### config.mk
export PLATFORM = sky130hd
export DESIGN_NAME = stereo_linear_resampler
export DESIGN_NICKNAME = d
export VERILOG_FILES = /design/src/hw/rtl/srs_pkg.sv /design/src/hw/rtl/srs_mul.sv /design/src/hw/rtl/srs_div.sv /design/src/hw/rtl/stereo_linear_resampler.sv
export SDC_FILE = /design/constraint.sdc
export NUM_CORES = 2
export LEC_CHECK = 0
export BUFFER_PORTS_ARGS = -buffer_cell sky130_fd_sc_hd__buf_2
export CAP_MARGIN = 20
export CORE_MARGIN = 2
export CORE_UTILIZATION = 65
export CTS_CLUSTER_DIAMETER = 200
export DETAILED_ROUTE_END_ITERATION = 16
export PLACE_DENSITY_LB_ADDON = 0.2
export REMOVE_ABC_BUFFERS = 1
export SYNTH_ARGS = -nofsm -noshare
export SYNTH_HDL_FRONTEND = slang
export SYNTH_HIERARCHICAL = 1
export SYNTH_SLANG_ARGS = --single-unit
### constraint.sdc
create_clock -name clock -period 13.9 [get_ports clock]
set_clock_uncertainty 0.2 [all_clocks]
set_input_delay 1.39 -clock clock [delete_from_list [all_inputs] [get_ports clock]]
set_output_delay 1.39 -clock clock [all_outputs]
set_load 0.01 [all_outputs]
### src/hw/rtl/srs_pkg.sv
// ============================================================================
// srs_pkg : shared types and constants of the stereo linear resampler
// Widths of the position, step and counter words, sequencer states,
// register offsets and the saturating position advance.
// ============================================================================
`default_nettype none

package srs_pkg;

   // Defaults for the top-level parameters
   localparam int MAX_RUN_DEF     = 64;
   localparam int SAMPLE_BITS_DEF = 16;

   // Fixed-point layout: position is Q32.24, step is Q8.24
   localparam int FRAC_BITS = 24;
   localparam int POS_W     = 56;
   localparam int IDX_W     = 32;
   localparam int STEP_W    = 32;
   localparam int CNT_W     = 32;
   localparam int ADD_W     = 64;

   // Shared multiplier: 33 x 33 signed, covers 32 x 32 unsigned
   localparam int MUL_W  = 33;
   localparam int PROD_W = 2 * MUL_W;

   // Divider quotient counter
   localparam int DIV_CNT_W = $clog2(POS_W);

   // Register port
   localparam int CSR_AW = 4;
   localparam int CSR_DW = 32;

   localparam logic [POS_W-1:0] POS_MAX = {POS_W{1'b1}};

   typedef logic [1:0] reg_idx_type;
   localparam reg_idx_type REG_PHASE_STEP  = 2'd0;
   localparam reg_idx_type REG_FRAME_TOTAL = 2'd1;
   localparam reg_idx_type REG_MONO        = 2'd2;

   typedef enum logic [2:0] {
      ST_IDLE,
      ST_SCAN,
      ST_MUL_R,
      ST_EMIT,
      ST_DIV,
      ST_CLAMP,
      ST_ADV
   } seq_state_type;

   typedef struct packed {
      logic busy;
      logic done;
   } div_stat_type;

   // Position advance that saturates at the top of the position range
   function automatic logic [POS_W-1:0] sat_advance(input logic [POS_W-1:0] p,
                                                     input logic [ADD_W-1:0] d);
      logic [POS_W-1:0] room;
      room = POS_MAX - p;
      if (d > ADD_W'(room)) begin
         return POS_MAX;
      end
      return p + d[POS_W-1:0];
   endfunction

endpackage

`default_nettype wire

### src/hw/rtl/srs_mul.sv
// ============================================================================
// srs_mul : shared signed multiplier with registered product
// One 33 x 33 product per enabled cycle; the product holds while idle.
// ============================================================================
`default_nettype none

module srs_mul (
   input  wire logic                              clock,
   input  wire logic                              en,
   input  wire logic signed [srs_pkg::MUL_W-1:0]  op_a,
   input  wire logic signed [srs_pkg::MUL_W-1:0]  op_b,
   output logic signed      [srs_pkg::PROD_W-1:0] prod_ff
);

   logic signed [srs_pkg::PROD_W-1:0] prod_in;

   // product of the presented operands, captured only when enabled
   always_comb begin
      prod_in = prod_ff;
      if (en) begin
         prod_in = op_a * op_b;
      end
   end

   always_ff @(posedge clock) begin
      prod_ff <= prod_in;
   end

endmodule

`default_nettype wire

### src/hw/rtl/srs_div.sv
// ============================================================================
// srs_div : restoring divider, one quotient bit per cycle
// Divides a 56-bit position distance by the 32-bit step; quotient and
// remainder are valid in the cycle done is high.
// ============================================================================
`default_nettype none

module srs_div (
   input  wire logic                          clock,
   input  wire logic                          reset,
   input  wire logic                          start,
   input  wire logic [srs_pkg::POS_W-1:0]     dividend,
   input  wire logic [srs_pkg::STEP_W-1:0]    divisor,
   output srs_pkg::div_stat_type              stat,
   output logic      [srs_pkg::POS_W-1:0]     quot_ff,
   output logic      [srs_pkg::STEP_W-1:0]    rem_ff
);

   logic [srs_pkg::POS_W-1:0]     quot_in;
   logic [srs_pkg::STEP_W-1:0]    rem_in;
   logic [srs_pkg::STEP_W-1:0]    dsor_ff, dsor_in;
   logic [srs_pkg::DIV_CNT_W-1:0] cnt_ff, cnt_in;
   logic                          busy_ff, busy_in;
   logic                          done_ff, done_in;
   logic [srs_pkg::STEP_W:0]      trial;
   logic                          fits;

   // shift in next dividend bit, subtract when the divisor fits
   always_comb begin
      trial   = {rem_ff, quot_ff[srs_pkg::POS_W-1]};
      fits    = trial >= {1'b0, dsor_ff};
      quot_in = quot_ff;
      rem_in  = rem_ff;
      dsor_in = dsor_ff;
      cnt_in  = cnt_ff;
      busy_in = busy_ff;
      done_in = 1'b0;
      if (start) begin
         quot_in = dividend;
         rem_in  = '0;
         dsor_in = divisor;
         cnt_in  = '0;
         busy_in = 1'b1;
      end else if (busy_ff) begin
         quot_in = {quot_ff[srs_pkg::POS_W-2:0], fits};
         rem_in  = fits ? srs_pkg::STEP_W'(trial - {1'b0, dsor_ff})
                        : trial[srs_pkg::STEP_W-1:0];
         cnt_in  = cnt_ff + 1'b1;
         if (cnt_ff == srs_pkg::DIV_CNT_W'(srs_pkg::POS_W - 1)) begin
            busy_in = 1'b0;
            done_in = 1'b1;
         end
      end
   end

   always_ff @(posedge clock) begin
      if (reset) begin
         busy_ff <= 1'b0;
         done_ff <= 1'b0;
         cnt_ff  <= '0;
      end else begin
         busy_ff <= busy_in;
         done_ff <= done_in;
         cnt_ff  <= cnt_in;
      end
      quot_ff <= quot_in;
      rem_ff  <= rem_in;
      dsor_ff <= dsor_in;
   end

   assign stat.busy = busy_ff;
   assign stat.done = done_ff;

endmodule

`default_nettype wire

### src/hw/rtl/stereo_linear_resampler.sv
// ============================================================================
// stereo_linear_resampler : linear-interpolation sample-rate converter
// Per input frame, emits the output frames whose positions fall before it,
// interpolated between the previous and current samples, through one shared
// multiplier and an iterative divider under a small sequencer.
// ============================================================================
//
//  channel  dir  handshake            payload
//  req_     in   tvalid/tready        tdata {right, left}, tlast = final input
//  rsp_     out  tvalid/tready        tdata {right, left}, tlast = run last,
//                                     tuser = stream end
//  csr_     in   psel/penable/pready  phase_step @0, frame total @4, mono @8
//
//  Steps: each input is accepted and then closed; each interpolated frame
//  takes a left multiply, a right multiply and an emit; each repeated final
//  frame is one emit. An interpolated run that passes MAX_RUN frames counts
//  the dropped frames on the bit-serial divider; a final run jumps to the total.
//  req_tready is high only while the sequencer is idle.
//  A held result beat stalls the sequencer at its next emit.
//  Reset clears sequencer state, position and counters and loads register defaults.
//
`default_nettype none

module stereo_linear_resampler #(
   parameter int MAX_RUN     = srs_pkg::MAX_RUN_DEF,
   parameter int SAMPLE_BITS = srs_pkg::SAMPLE_BITS_DEF
) (
   input  wire logic                          clock,
   input  wire logic                          reset,
   // input beats
   input  wire logic                          req_tvalid,
   output logic                               req_tready,
   input  wire logic [((2 * SAMPLE_BITS + 7) / 8) * 8 - 1:0]
                                              req_tdata,  // in_left, in_right
   input  wire logic                          req_tlast,
   // result beats
   output logic                               rsp_tvalid,
   input  wire logic                          rsp_tready,
   output logic      [((2 * SAMPLE_BITS + 7) / 8) * 8 - 1:0]
                                              rsp_tdata,  // out_left, out_right
   output logic                               rsp_tlast,
   output logic                               rsp_tuser,  // stream_end
   // register port
   input  wire logic                          csr_psel,
   input  wire logic                          csr_penable,
   input  wire logic                          csr_pwrite,
   input  wire logic [srs_pkg::CSR_AW-1:0]    csr_paddr,
   input  wire logic [srs_pkg::CSR_DW-1:0]    csr_pwdata,
   output logic      [srs_pkg::CSR_DW-1:0]    csr_prdata,
   output logic                               csr_pready
);

   localparam int IN_W  = ((2 * SAMPLE_BITS + 7) / 8) * 8;
   localparam int RUN_W = $clog2(MAX_RUN + 1);
   localparam int ACC_W = SAMPLE_BITS + srs_pkg::FRAC_BITS + 2;
   localparam int SB    = SAMPLE_BITS;
   localparam int FB    = srs_pkg::FRAC_BITS;
   localparam int PW    = srs_pkg::POS_W;

   // rounding lerp: a + frac*(b-a), half up, back to sample scale
   function automatic logic [SB-1:0] lerp_fn(input logic signed [SB-1:0] a,
                                             input logic signed [srs_pkg::PROD_W-1:0] p);
      logic signed [ACC_W-1:0] a_ext;
      logic signed [ACC_W-1:0] p_ext;
      logic signed [ACC_W-1:0] acc;
      a_ext = ACC_W'(a);
      p_ext = ACC_W'(p);
      acc   = (a_ext <<< FB) + p_ext + (ACC_W'(1) << (FB - 1));
      return acc[FB+SB-1:FB];
   endfunction

   // registers
   logic [srs_pkg::STEP_W-1:0] step_ff, step_in;
   logic [srs_pkg::CNT_W-1:0]  total_ff, total_in;
   logic                       mono_ff, mono_in;
   logic                       csr_wr;

   // stream state
   srs_pkg::seq_state_type     state_ff, state_in;
   logic signed [SB-1:0]       cur_l_ff, cur_l_in, cur_r_ff, cur_r_in;
   logic signed [SB-1:0]       prev_l_ff, prev_l_in, prev_r_ff, prev_r_in;
   logic                       fin_ff, fin_in;
   logic [PW-1:0]              pos_ff, pos_in;
   logic [srs_pkg::IDX_W-1:0]  idx_ff, idx_in;
   logic [srs_pkg::CNT_W-1:0]  fo_ff, fo_in;
   logic [RUN_W-1:0]           run_ff, run_in;
   logic [FB-1:0]              frac_ff, frac_in;
   logic [SB-1:0]              res_l_ff, res_l_in;
   logic [srs_pkg::CNT_W-1:0]  drop_ff, drop_in;

   // output register
   logic                       rsp_valid_ff, rsp_valid_in;
   logic [SB-1:0]              rsp_l_ff, rsp_l_in, rsp_r_ff, rsp_r_in;
   logic                       rsp_last_ff, rsp_last_in, rsp_end_ff, rsp_end_in;

   // shared units
   logic                               mul_en;
   logic signed [srs_pkg::MUL_W-1:0]   mul_a, mul_b;
   logic signed [srs_pkg::PROD_W-1:0]  mul_prod;
   logic                               div_start;
   srs_pkg::div_stat_type              div_stat;
   logic [PW-1:0]                      div_quot;
   logic [srs_pkg::STEP_W-1:0]         div_rem;

   // sequencer helpers
   logic [srs_pkg::STEP_W-1:0] eff_step;
   logic [PW-1:0]              lim, base, pos_diff;
   logic [FB-1:0]              frac_c;
   logic                       ph1, run_full, fo_open, slot_free;
   logic signed [SB:0]         diff_l, diff_r;
   logic [PW:0]                ceil_cnt;
   logic [srs_pkg::CNT_W-1:0]  fo_left, drop_c;
   logic                       emit_go;
   logic [SB-1:0]              emit_l, emit_r;
   logic                       emit_last, emit_end;

   // ---------------------------------------------------------------------
   // register port
   // ---------------------------------------------------------------------
   assign csr_pready = 1'b1;
   assign csr_wr     = csr_psel && csr_penable && csr_pwrite && csr_pready;

   always_comb begin
      step_in  = step_ff;
      total_in = total_ff;
      mono_in  = mono_ff;
      if (csr_wr) begin
         unique case (csr_paddr[3:2])
            srs_pkg::REG_PHASE_STEP:  step_in  = csr_pwdata;
            srs_pkg::REG_FRAME_TOTAL: total_in = csr_pwdata;
            srs_pkg::REG_MONO:        mono_in  = csr_pwdata[0];
            default: ;
         endcase
      end
   end

   always_comb begin
      unique case (csr_paddr[3:2])
         srs_pkg::REG_PHASE_STEP:  csr_prdata = step_ff;
         srs_pkg::REG_FRAME_TOTAL: csr_prdata = total_ff;
         srs_pkg::REG_MONO:        csr_prdata = srs_pkg::CSR_DW'(mono_ff);
         default:                  csr_prdata = '0;
      endcase
   end

   // ---------------------------------------------------------------------
   // shared units
   // ---------------------------------------------------------------------
   srs_mul u_mul (
      .clock   (clock),
      .en      (mul_en),
      .op_a    (mul_a),
      .op_b    (mul_b),
      .prod_ff (mul_prod)
   );

   srs_div u_div (
      .clock    (clock),
      .reset    (reset),
      .start    (div_start),
      .dividend (lim - pos_ff),
      .divisor  (eff_step),
      .stat     (div_stat),
      .quot_ff  (div_quot),
      .rem_ff   (div_rem)
   );

   // ---------------------------------------------------------------------
   // position window and shared decode
   // ---------------------------------------------------------------------
   always_comb begin
      eff_step  = (step_ff == '0) ? srs_pkg::STEP_W'(1) : step_ff;
      lim       = {idx_ff, {FB{1'b0}}};
      base      = {idx_ff - 1'b1, {FB{1'b0}}};
      pos_diff  = pos_ff - base;
      if (pos_ff < base) begin
         frac_c = '0;
      end else if (pos_diff[PW-1:FB] != '0) begin
         frac_c = '1;
      end else begin
         frac_c = pos_diff[FB-1:0];
      end
      fo_open   = fo_ff < total_ff;
      ph1       = (idx_ff != '0) && (pos_ff < lim) && fo_open;
      run_full  = run_ff == RUN_W'(MAX_RUN);
      slot_free = !rsp_valid_ff || rsp_tready;
      diff_l    = {cur_l_ff[SB-1], cur_l_ff} - {prev_l_ff[SB-1], prev_l_ff};
      diff_r    = {cur_r_ff[SB-1], cur_r_ff} - {prev_r_ff[SB-1], prev_r_ff};
      ceil_cnt  = {1'b0, div_quot} + (PW+1)'(div_rem != '0);
      fo_left   = total_ff - fo_ff;
      drop_c    = (ceil_cnt > (PW+1)'(fo_left)) ? fo_left
                                                : ceil_cnt[srs_pkg::CNT_W-1:0];
   end

   // ---------------------------------------------------------------------
   // sequencer: next state and datapath controls
   // ---------------------------------------------------------------------
   always_comb begin
      state_in  = state_ff;
      cur_l_in  = cur_l_ff;
      cur_r_in  = cur_r_ff;
      fin_in    = fin_ff;
      prev_l_in = prev_l_ff;
      prev_r_in = prev_r_ff;
      pos_in    = pos_ff;
      idx_in    = idx_ff;
      fo_in     = fo_ff;
      run_in    = run_ff;
      frac_in   = frac_ff;
      res_l_in  = res_l_ff;
      drop_in   = drop_ff;
      mul_en    = 1'b0;
      mul_a     = '0;
      mul_b     = '0;
      div_start = 1'b0;
      emit_go   = 1'b0;
      emit_l    = cur_l_ff;
      emit_r    = cur_r_ff;
      emit_last = 1'b0;
      emit_end  = 1'b0;
      req_tready = state_ff == srs_pkg::ST_IDLE;

      unique case (state_ff)
         srs_pkg::ST_IDLE: begin
            if (req_tvalid) begin
               cur_l_in = req_tdata[SB-1:0];
               cur_r_in = mono_ff ? req_tdata[SB-1:0] : req_tdata[2*SB-1:SB];
               fin_in   = req_tlast;
               run_in   = '0;
               state_in = srs_pkg::ST_SCAN;
            end
         end

         srs_pkg::ST_SCAN: begin
            priority if (ph1 && !run_full) begin
               // interpolated frame: start left product
               frac_in  = frac_c;
               mul_en   = 1'b1;
               mul_a    = srs_pkg::MUL_W'(frac_c);
               mul_b    = srs_pkg::MUL_W'(diff_l);
               state_in = srs_pkg::ST_MUL_R;
            end else if (ph1) begin
               // run is full: count the dropped frames
               div_start = 1'b1;
               state_in  = srs_pkg::ST_DIV;
            end else if (fin_ff && fo_open && !run_full) begin
               // final input: repeat its sample up to the total
               if (slot_free) begin
                  emit_go   = 1'b1;
                  emit_end  = (fo_ff + 1'b1) == total_ff;
                  emit_last = !((run_ff < RUN_W'(MAX_RUN - 1)) &&
                                ((fo_ff + 1'b1) < total_ff));
                  fo_in     = fo_ff + 1'b1;
                  run_in    = run_ff + 1'b1;
               end
            end else if (fin_ff && fo_open) begin
               fo_in = total_ff;
            end else begin
               // input done: roll state forward or close the stream
               if (fin_ff) begin
                  prev_l_in = '0;
                  prev_r_in = '0;
                  pos_in    = '0;
                  idx_in    = '0;
                  fo_in     = '0;
               end else begin
                  prev_l_in = cur_l_ff;
                  prev_r_in = cur_r_ff;
                  if (idx_ff != '1) begin
                     idx_in = idx_ff + 1'b1;
                  end
               end
               state_in = srs_pkg::ST_IDLE;
            end
         end

         srs_pkg::ST_MUL_R: begin
            mul_en   = 1'b1;
            mul_a    = srs_pkg::MUL_W'(frac_ff);
            mul_b    = srs_pkg::MUL_W'(diff_r);
            res_l_in = lerp_fn(prev_l_ff, mul_prod);
            pos_in   = srs_pkg::sat_advance(pos_ff, srs_pkg::ADD_W'(eff_step));
            fo_in    = fo_ff + 1'b1;
            state_in = srs_pkg::ST_EMIT;
         end

         srs_pkg::ST_EMIT: begin
            emit_l    = res_l_ff;
            emit_r    = lerp_fn(prev_r_ff, mul_prod);
            emit_end  = fo_ff == total_ff;
            emit_last = !((run_ff < RUN_W'(MAX_RUN - 1)) && fo_open &&
                          (fin_ff || (pos_ff < lim)));
            if (slot_free) begin
               emit_go  = 1'b1;
               run_in   = run_ff + 1'b1;
               state_in = srs_pkg::ST_SCAN;
            end
         end

         srs_pkg::ST_DIV: begin
            if (div_stat.done) begin
               state_in = srs_pkg::ST_CLAMP;
            end
         end

         srs_pkg::ST_CLAMP: begin
            // dropped count times step, on the shared multiplier
            drop_in  = drop_c;
            mul_en   = 1'b1;
            mul_a    = srs_pkg::MUL_W'(drop_c);
            mul_b    = srs_pkg::MUL_W'(eff_step);
            state_in = srs_pkg::ST_ADV;
         end

         srs_pkg::ST_ADV: begin
            pos_in   = srs_pkg::sat_advance(pos_ff, mul_prod[srs_pkg::ADD_W-1:0]);
            fo_in    = fo_ff + drop_ff;
            state_in = srs_pkg::ST_SCAN;
         end

         default: state_in = srs_pkg::ST_IDLE;
      endcase
   end

   // ---------------------------------------------------------------------
   // output register
   // ---------------------------------------------------------------------
   always_comb begin
      rsp_valid_in = rsp_valid_ff && !rsp_tready;
      rsp_l_in     = rsp_l_ff;
      rsp_r_in     = rsp_r_ff;
      rsp_last_in  = rsp_last_ff;
      rsp_end_in   = rsp_end_ff;
      if (emit_go) begin
         rsp_valid_in = 1'b1;
         rsp_l_in     = emit_l;
         rsp_r_in     = emit_r;
         rsp_last_in  = emit_last;
         rsp_end_in   = emit_end;
      end
   end

   assign rsp_tvalid = rsp_valid_ff;
   assign rsp_tdata  = IN_W'({rsp_r_ff, rsp_l_ff});
   assign rsp_tlast  = rsp_last_ff;
   assign rsp_tuser  = rsp_end_ff;

   // ---------------------------------------------------------------------
   // registers
   // ---------------------------------------------------------------------
   always_ff @(posedge clock) begin
      if (reset) begin
         step_ff      <= srs_pkg::STEP_W'(1) << FB;
         total_ff     <= '0;
         mono_ff      <= 1'b0;
         state_ff     <= srs_pkg::ST_IDLE;
         prev_l_ff    <= '0;
         prev_r_ff    <= '0;
         pos_ff       <= '0;
         idx_ff       <= '0;
         fo_ff        <= '0;
         run_ff       <= '0;
         rsp_valid_ff <= 1'b0;
      end else begin
         step_ff      <= step_in;
         total_ff     <= total_in;
         mono_ff      <= mono_in;
         state_ff     <= state_in;
         prev_l_ff    <= prev_l_in;
         prev_r_ff    <= prev_r_in;
         pos_ff       <= pos_in;
         idx_ff       <= idx_in;
         fo_ff        <= fo_in;
         run_ff       <= run_in;
         rsp_valid_ff <= rsp_valid_in;
      end
      cur_l_ff    <= cur_l_in;
      cur_r_ff    <= cur_r_in;
      fin_ff      <= fin_in;
      frac_ff     <= frac_in;
      res_l_ff    <= res_l_in;
      drop_ff     <= drop_in;
      rsp_l_ff    <= rsp_l_in;
      rsp_r_ff    <= rsp_r_in;
      rsp_last_ff <= rsp_last_in;
      rsp_end_ff  <= rsp_end_in;
   end

   // ---------------------------------------------------------------------
   // assertions
   // ---------------------------------------------------------------------
   // the frame that reaches the total always closes its run
   a_end_closes_run: assert property (@(posedge clock) disable iff (reset)
      rsp_valid_ff && rsp_end_ff |-> rsp_last_ff)
      else $error("stream end beat without run last");

   // the divider only runs while the sequencer waits on it
   a_div_owned: assert property (@(posedge clock) disable iff (reset)
      div_stat.busy |-> state_ff == srs_pkg::ST_DIV)
      else $error("divider busy outside its wait state");

   // a stream with no inputs taken yet sits at position zero
   a_pos_start: assert property (@(posedge clock) disable iff (reset)
      state_ff == srs_pkg::ST_IDLE && idx_ff == '0 |-> pos_ff == '0)
      else $error("position nonzero at stream start");

   // the run counter never passes the run limit
   a_run_bound: assert property (@(posedge clock) disable iff (reset)
      run_ff <= RUN_W'(MAX_RUN))
      else $error("run counter past limit");

endmodule

`default_nettype wire

==> out/results.txt <==
Outcome = finished clean
Crit path kind = reg -> reg
Largest net degree at the start of global routing = 79
Critical Path Sink Type = flop
DP Wirelength = 218000 µm
Cell internal pwr = 3.19 mW
Initial Util = 0.653
Number of global-route vias before repair = 74627
CTS Buf Count = 60
Period utilisation layout = 0.978
Min-delay worst type = reg -> reg
Clock tree sinks = 559
Cell family with the largest share of critical-path delay = adder cells
Measured slew at the worst slew-check pin = 1180 ps
Mapped cell area = 84300 µm²
# rows = 132
Clock root cell = clkbuf_16
Hold Fails Final Rpt = 0
Clk buf depth = 3
Cell mode on critical path = fa_1
Pre-Repair DR Iteration Count = 9
Final worst slack = 305 ps
Max stage delay on crit path = 570 ps
Total GRT Usage = 0.416
Final std cells w/o fill = 11612
Relative slew slack = 0.210
WP data required = 14240 ps
Core area = 129000 µm²
CP bufs+invs = 9
Clock latency on the worst-skew pair = 710 ps
Area growth, synth to finish = 8.71%
Max-cap viol count = 0
Die width = 364 µm
Ports = 145
Critical-path maximum fanout = 12
Warnings from Yosys = 6
Cells after synthesis = 9690
CTS HTree Levels = 2
Wire per inst = 23.8 µm
Leakage power = 43.6 nW
Clk pwr share = 0.383
DP Worst Slack = -200 ps
Flop-to-flop setup slack = 310 ps
Cell total after placement = 11463
First-pass GRT wire length = 424000 µm
Setup violators final = 0
Die Span Y = 364 µm
Worst-path cell with the longest stage delay = or4_4
Via count of the routed design = 72678
Iter 0 DRT Violations = 7494
Total wire length = 276000 µm
Detail Route Antenna Nets = 0
Drt drc = 0
Flop pwr share = 0.391
VDD IR max = 0.116 mV
CTS tree = yes
Fin. max-slew vios = 0
CP Data Arrival Time = 13930 ps
Layout cells sized above 1 = 0.0947
Fmax = 73.6 MHz
Final critical-path required period = 13590 ps
Nets = 11620
Global placer's final weighted congestion = 1.06
Vias per cell = 6.26
Switch Pwr = 1.48 mW
Initial antenna violation count = 22
Gr ovfl total = 0
Die area = 133000 µm²
Gate power share = 0.226
Clock transition at path regs = 70 ps
Hold Slack = 295 ps
CP Launch Type = flop
PwrDens = 51.0 nW/µm²
IO buf count = 141
Switch share = 0.317
Syn_area_per_cell = 8.70 µm²
[sequential cells by signal, summed over array words and instances (netlist names), 24 cells and up]
name	count
u_div/dsor_ff	32
fo_ff	32
pos_ff	56
u_div/rem_ff	32
step_ff	32
total_ff	32
idx_ff	32
drop_ff	32
u_div/quot_ff	56
u_mul/prod_ff	64
frac_ff	24
[power groups by stage]
stage	clock network (mW)	logic [mW]	registers [mW]
5_1_grt	1.86	1.14	1.83
3_5_place_dp	0	1.00	1.86
6_report	1.79	1.06	1.83
4_1_cts	1.80	1.01	1.82
3_3_place_gp	0	0.985	1.86
2_1_floorplan	0	0.685	1.85
[through the flow]
stage          utilization  total power, mW  setup TNS [ps]  area (µm²)
2_1_floorplan            -             2.53         -311690       82300
3_3_place_gp         0.688             2.84               0       88800
3_5_place_dp         0.688             2.86            -466       88800
4_1_cts              0.705             4.63           -27.1       91000
5_1_grt              0.709             4.83            -300       91600
6_report             0.709             4.67               0       91600
[worst min-delay path, delay by kind of cell, from the launching register on]
| kind | cells | cell delay, ps |
|---|---|---|
| AOI/OAI and AO/OA | 2 | 130 |
| DFF | 1 | 320 |
[path summary, 6_finish.rpt]
check	to	start	depth (start not counted)
max	u_mul/prod_ff[63]$_DFFE_PP_	idx_ff[6]$_SDFFE_PP0P_	48
min	u_div/cnt_ff[5]$_SDFFE_PP0P_	u_div/cnt_ff[5]$_SDFFE_PP0P_	2
max reg2reg	u_mul/prod_ff[63]$_DFFE_PP_	idx_ff[6]$_SDFFE_PP0P_	48
min reg2reg	u_div/cnt_ff[5]$_SDFFE_PP0P_	u_div/cnt_ff[5]$_SDFFE_PP0P_	2
[area by class of cell]
class                   count  area [µm²]
clock buffers              73        1640
inverters                1478        5550
repair buffers            547        4310
fillers                  9965       37500
diodes                     18        45.0
well taps                1742        2180
multi-input cells        7154       63300
flip-flops and latches    559       14100
clock inverters            41         522
[timing repair]
| action | CTS | global route |
|---|---|---|
| hold buffers | 0 | 0 |
| pin swaps | 5 | 28 |
| cloned | 0 | 3 |
| hold endpoints to repair | 0 | 0 |
| gates resized for setup | 7 | 82 |
| setup endpoints to repair | 10 | 41 |
| setup buffers | 0 | 13 |
[layout by cell type, fill, tap and decap left out, types with 65 or more instances in the layout]
cell / n
buf_4: 362
nand3_1: 163
buf_2: 140
nor2_1: 432
o21ai_0: 361
xnor2_1: 297
a211oi_1: 69
fa_1: 1146
nand2_1: 1066
a21oi_1: 480
ha_1: 592
clkbuf_16: 66
and2_1: 594
mux2_2: 75
xor2_1: 140
a31oi_1: 100
nor3_1: 161
nor4_1: 65
dfxtp_1: 262
mux2i_1: 68
inv_1: 1474
a21o_1: 165
and3_1: 65
edfxtp_1: 291
nand4_1: 131
[layer usage]
layer / track usage / wire, µm / up-vias
li1: - / - / 32288
met1: 0.510 / 101000 / 35519
met2: 0.683 / 129000 / 3945
met3: 0.0932 / 28300 / 920
met4: 0.231 / 17100 / 6
met5: 0 / 48 / -
Note: power is estimated with default switching activity, not from simulation.
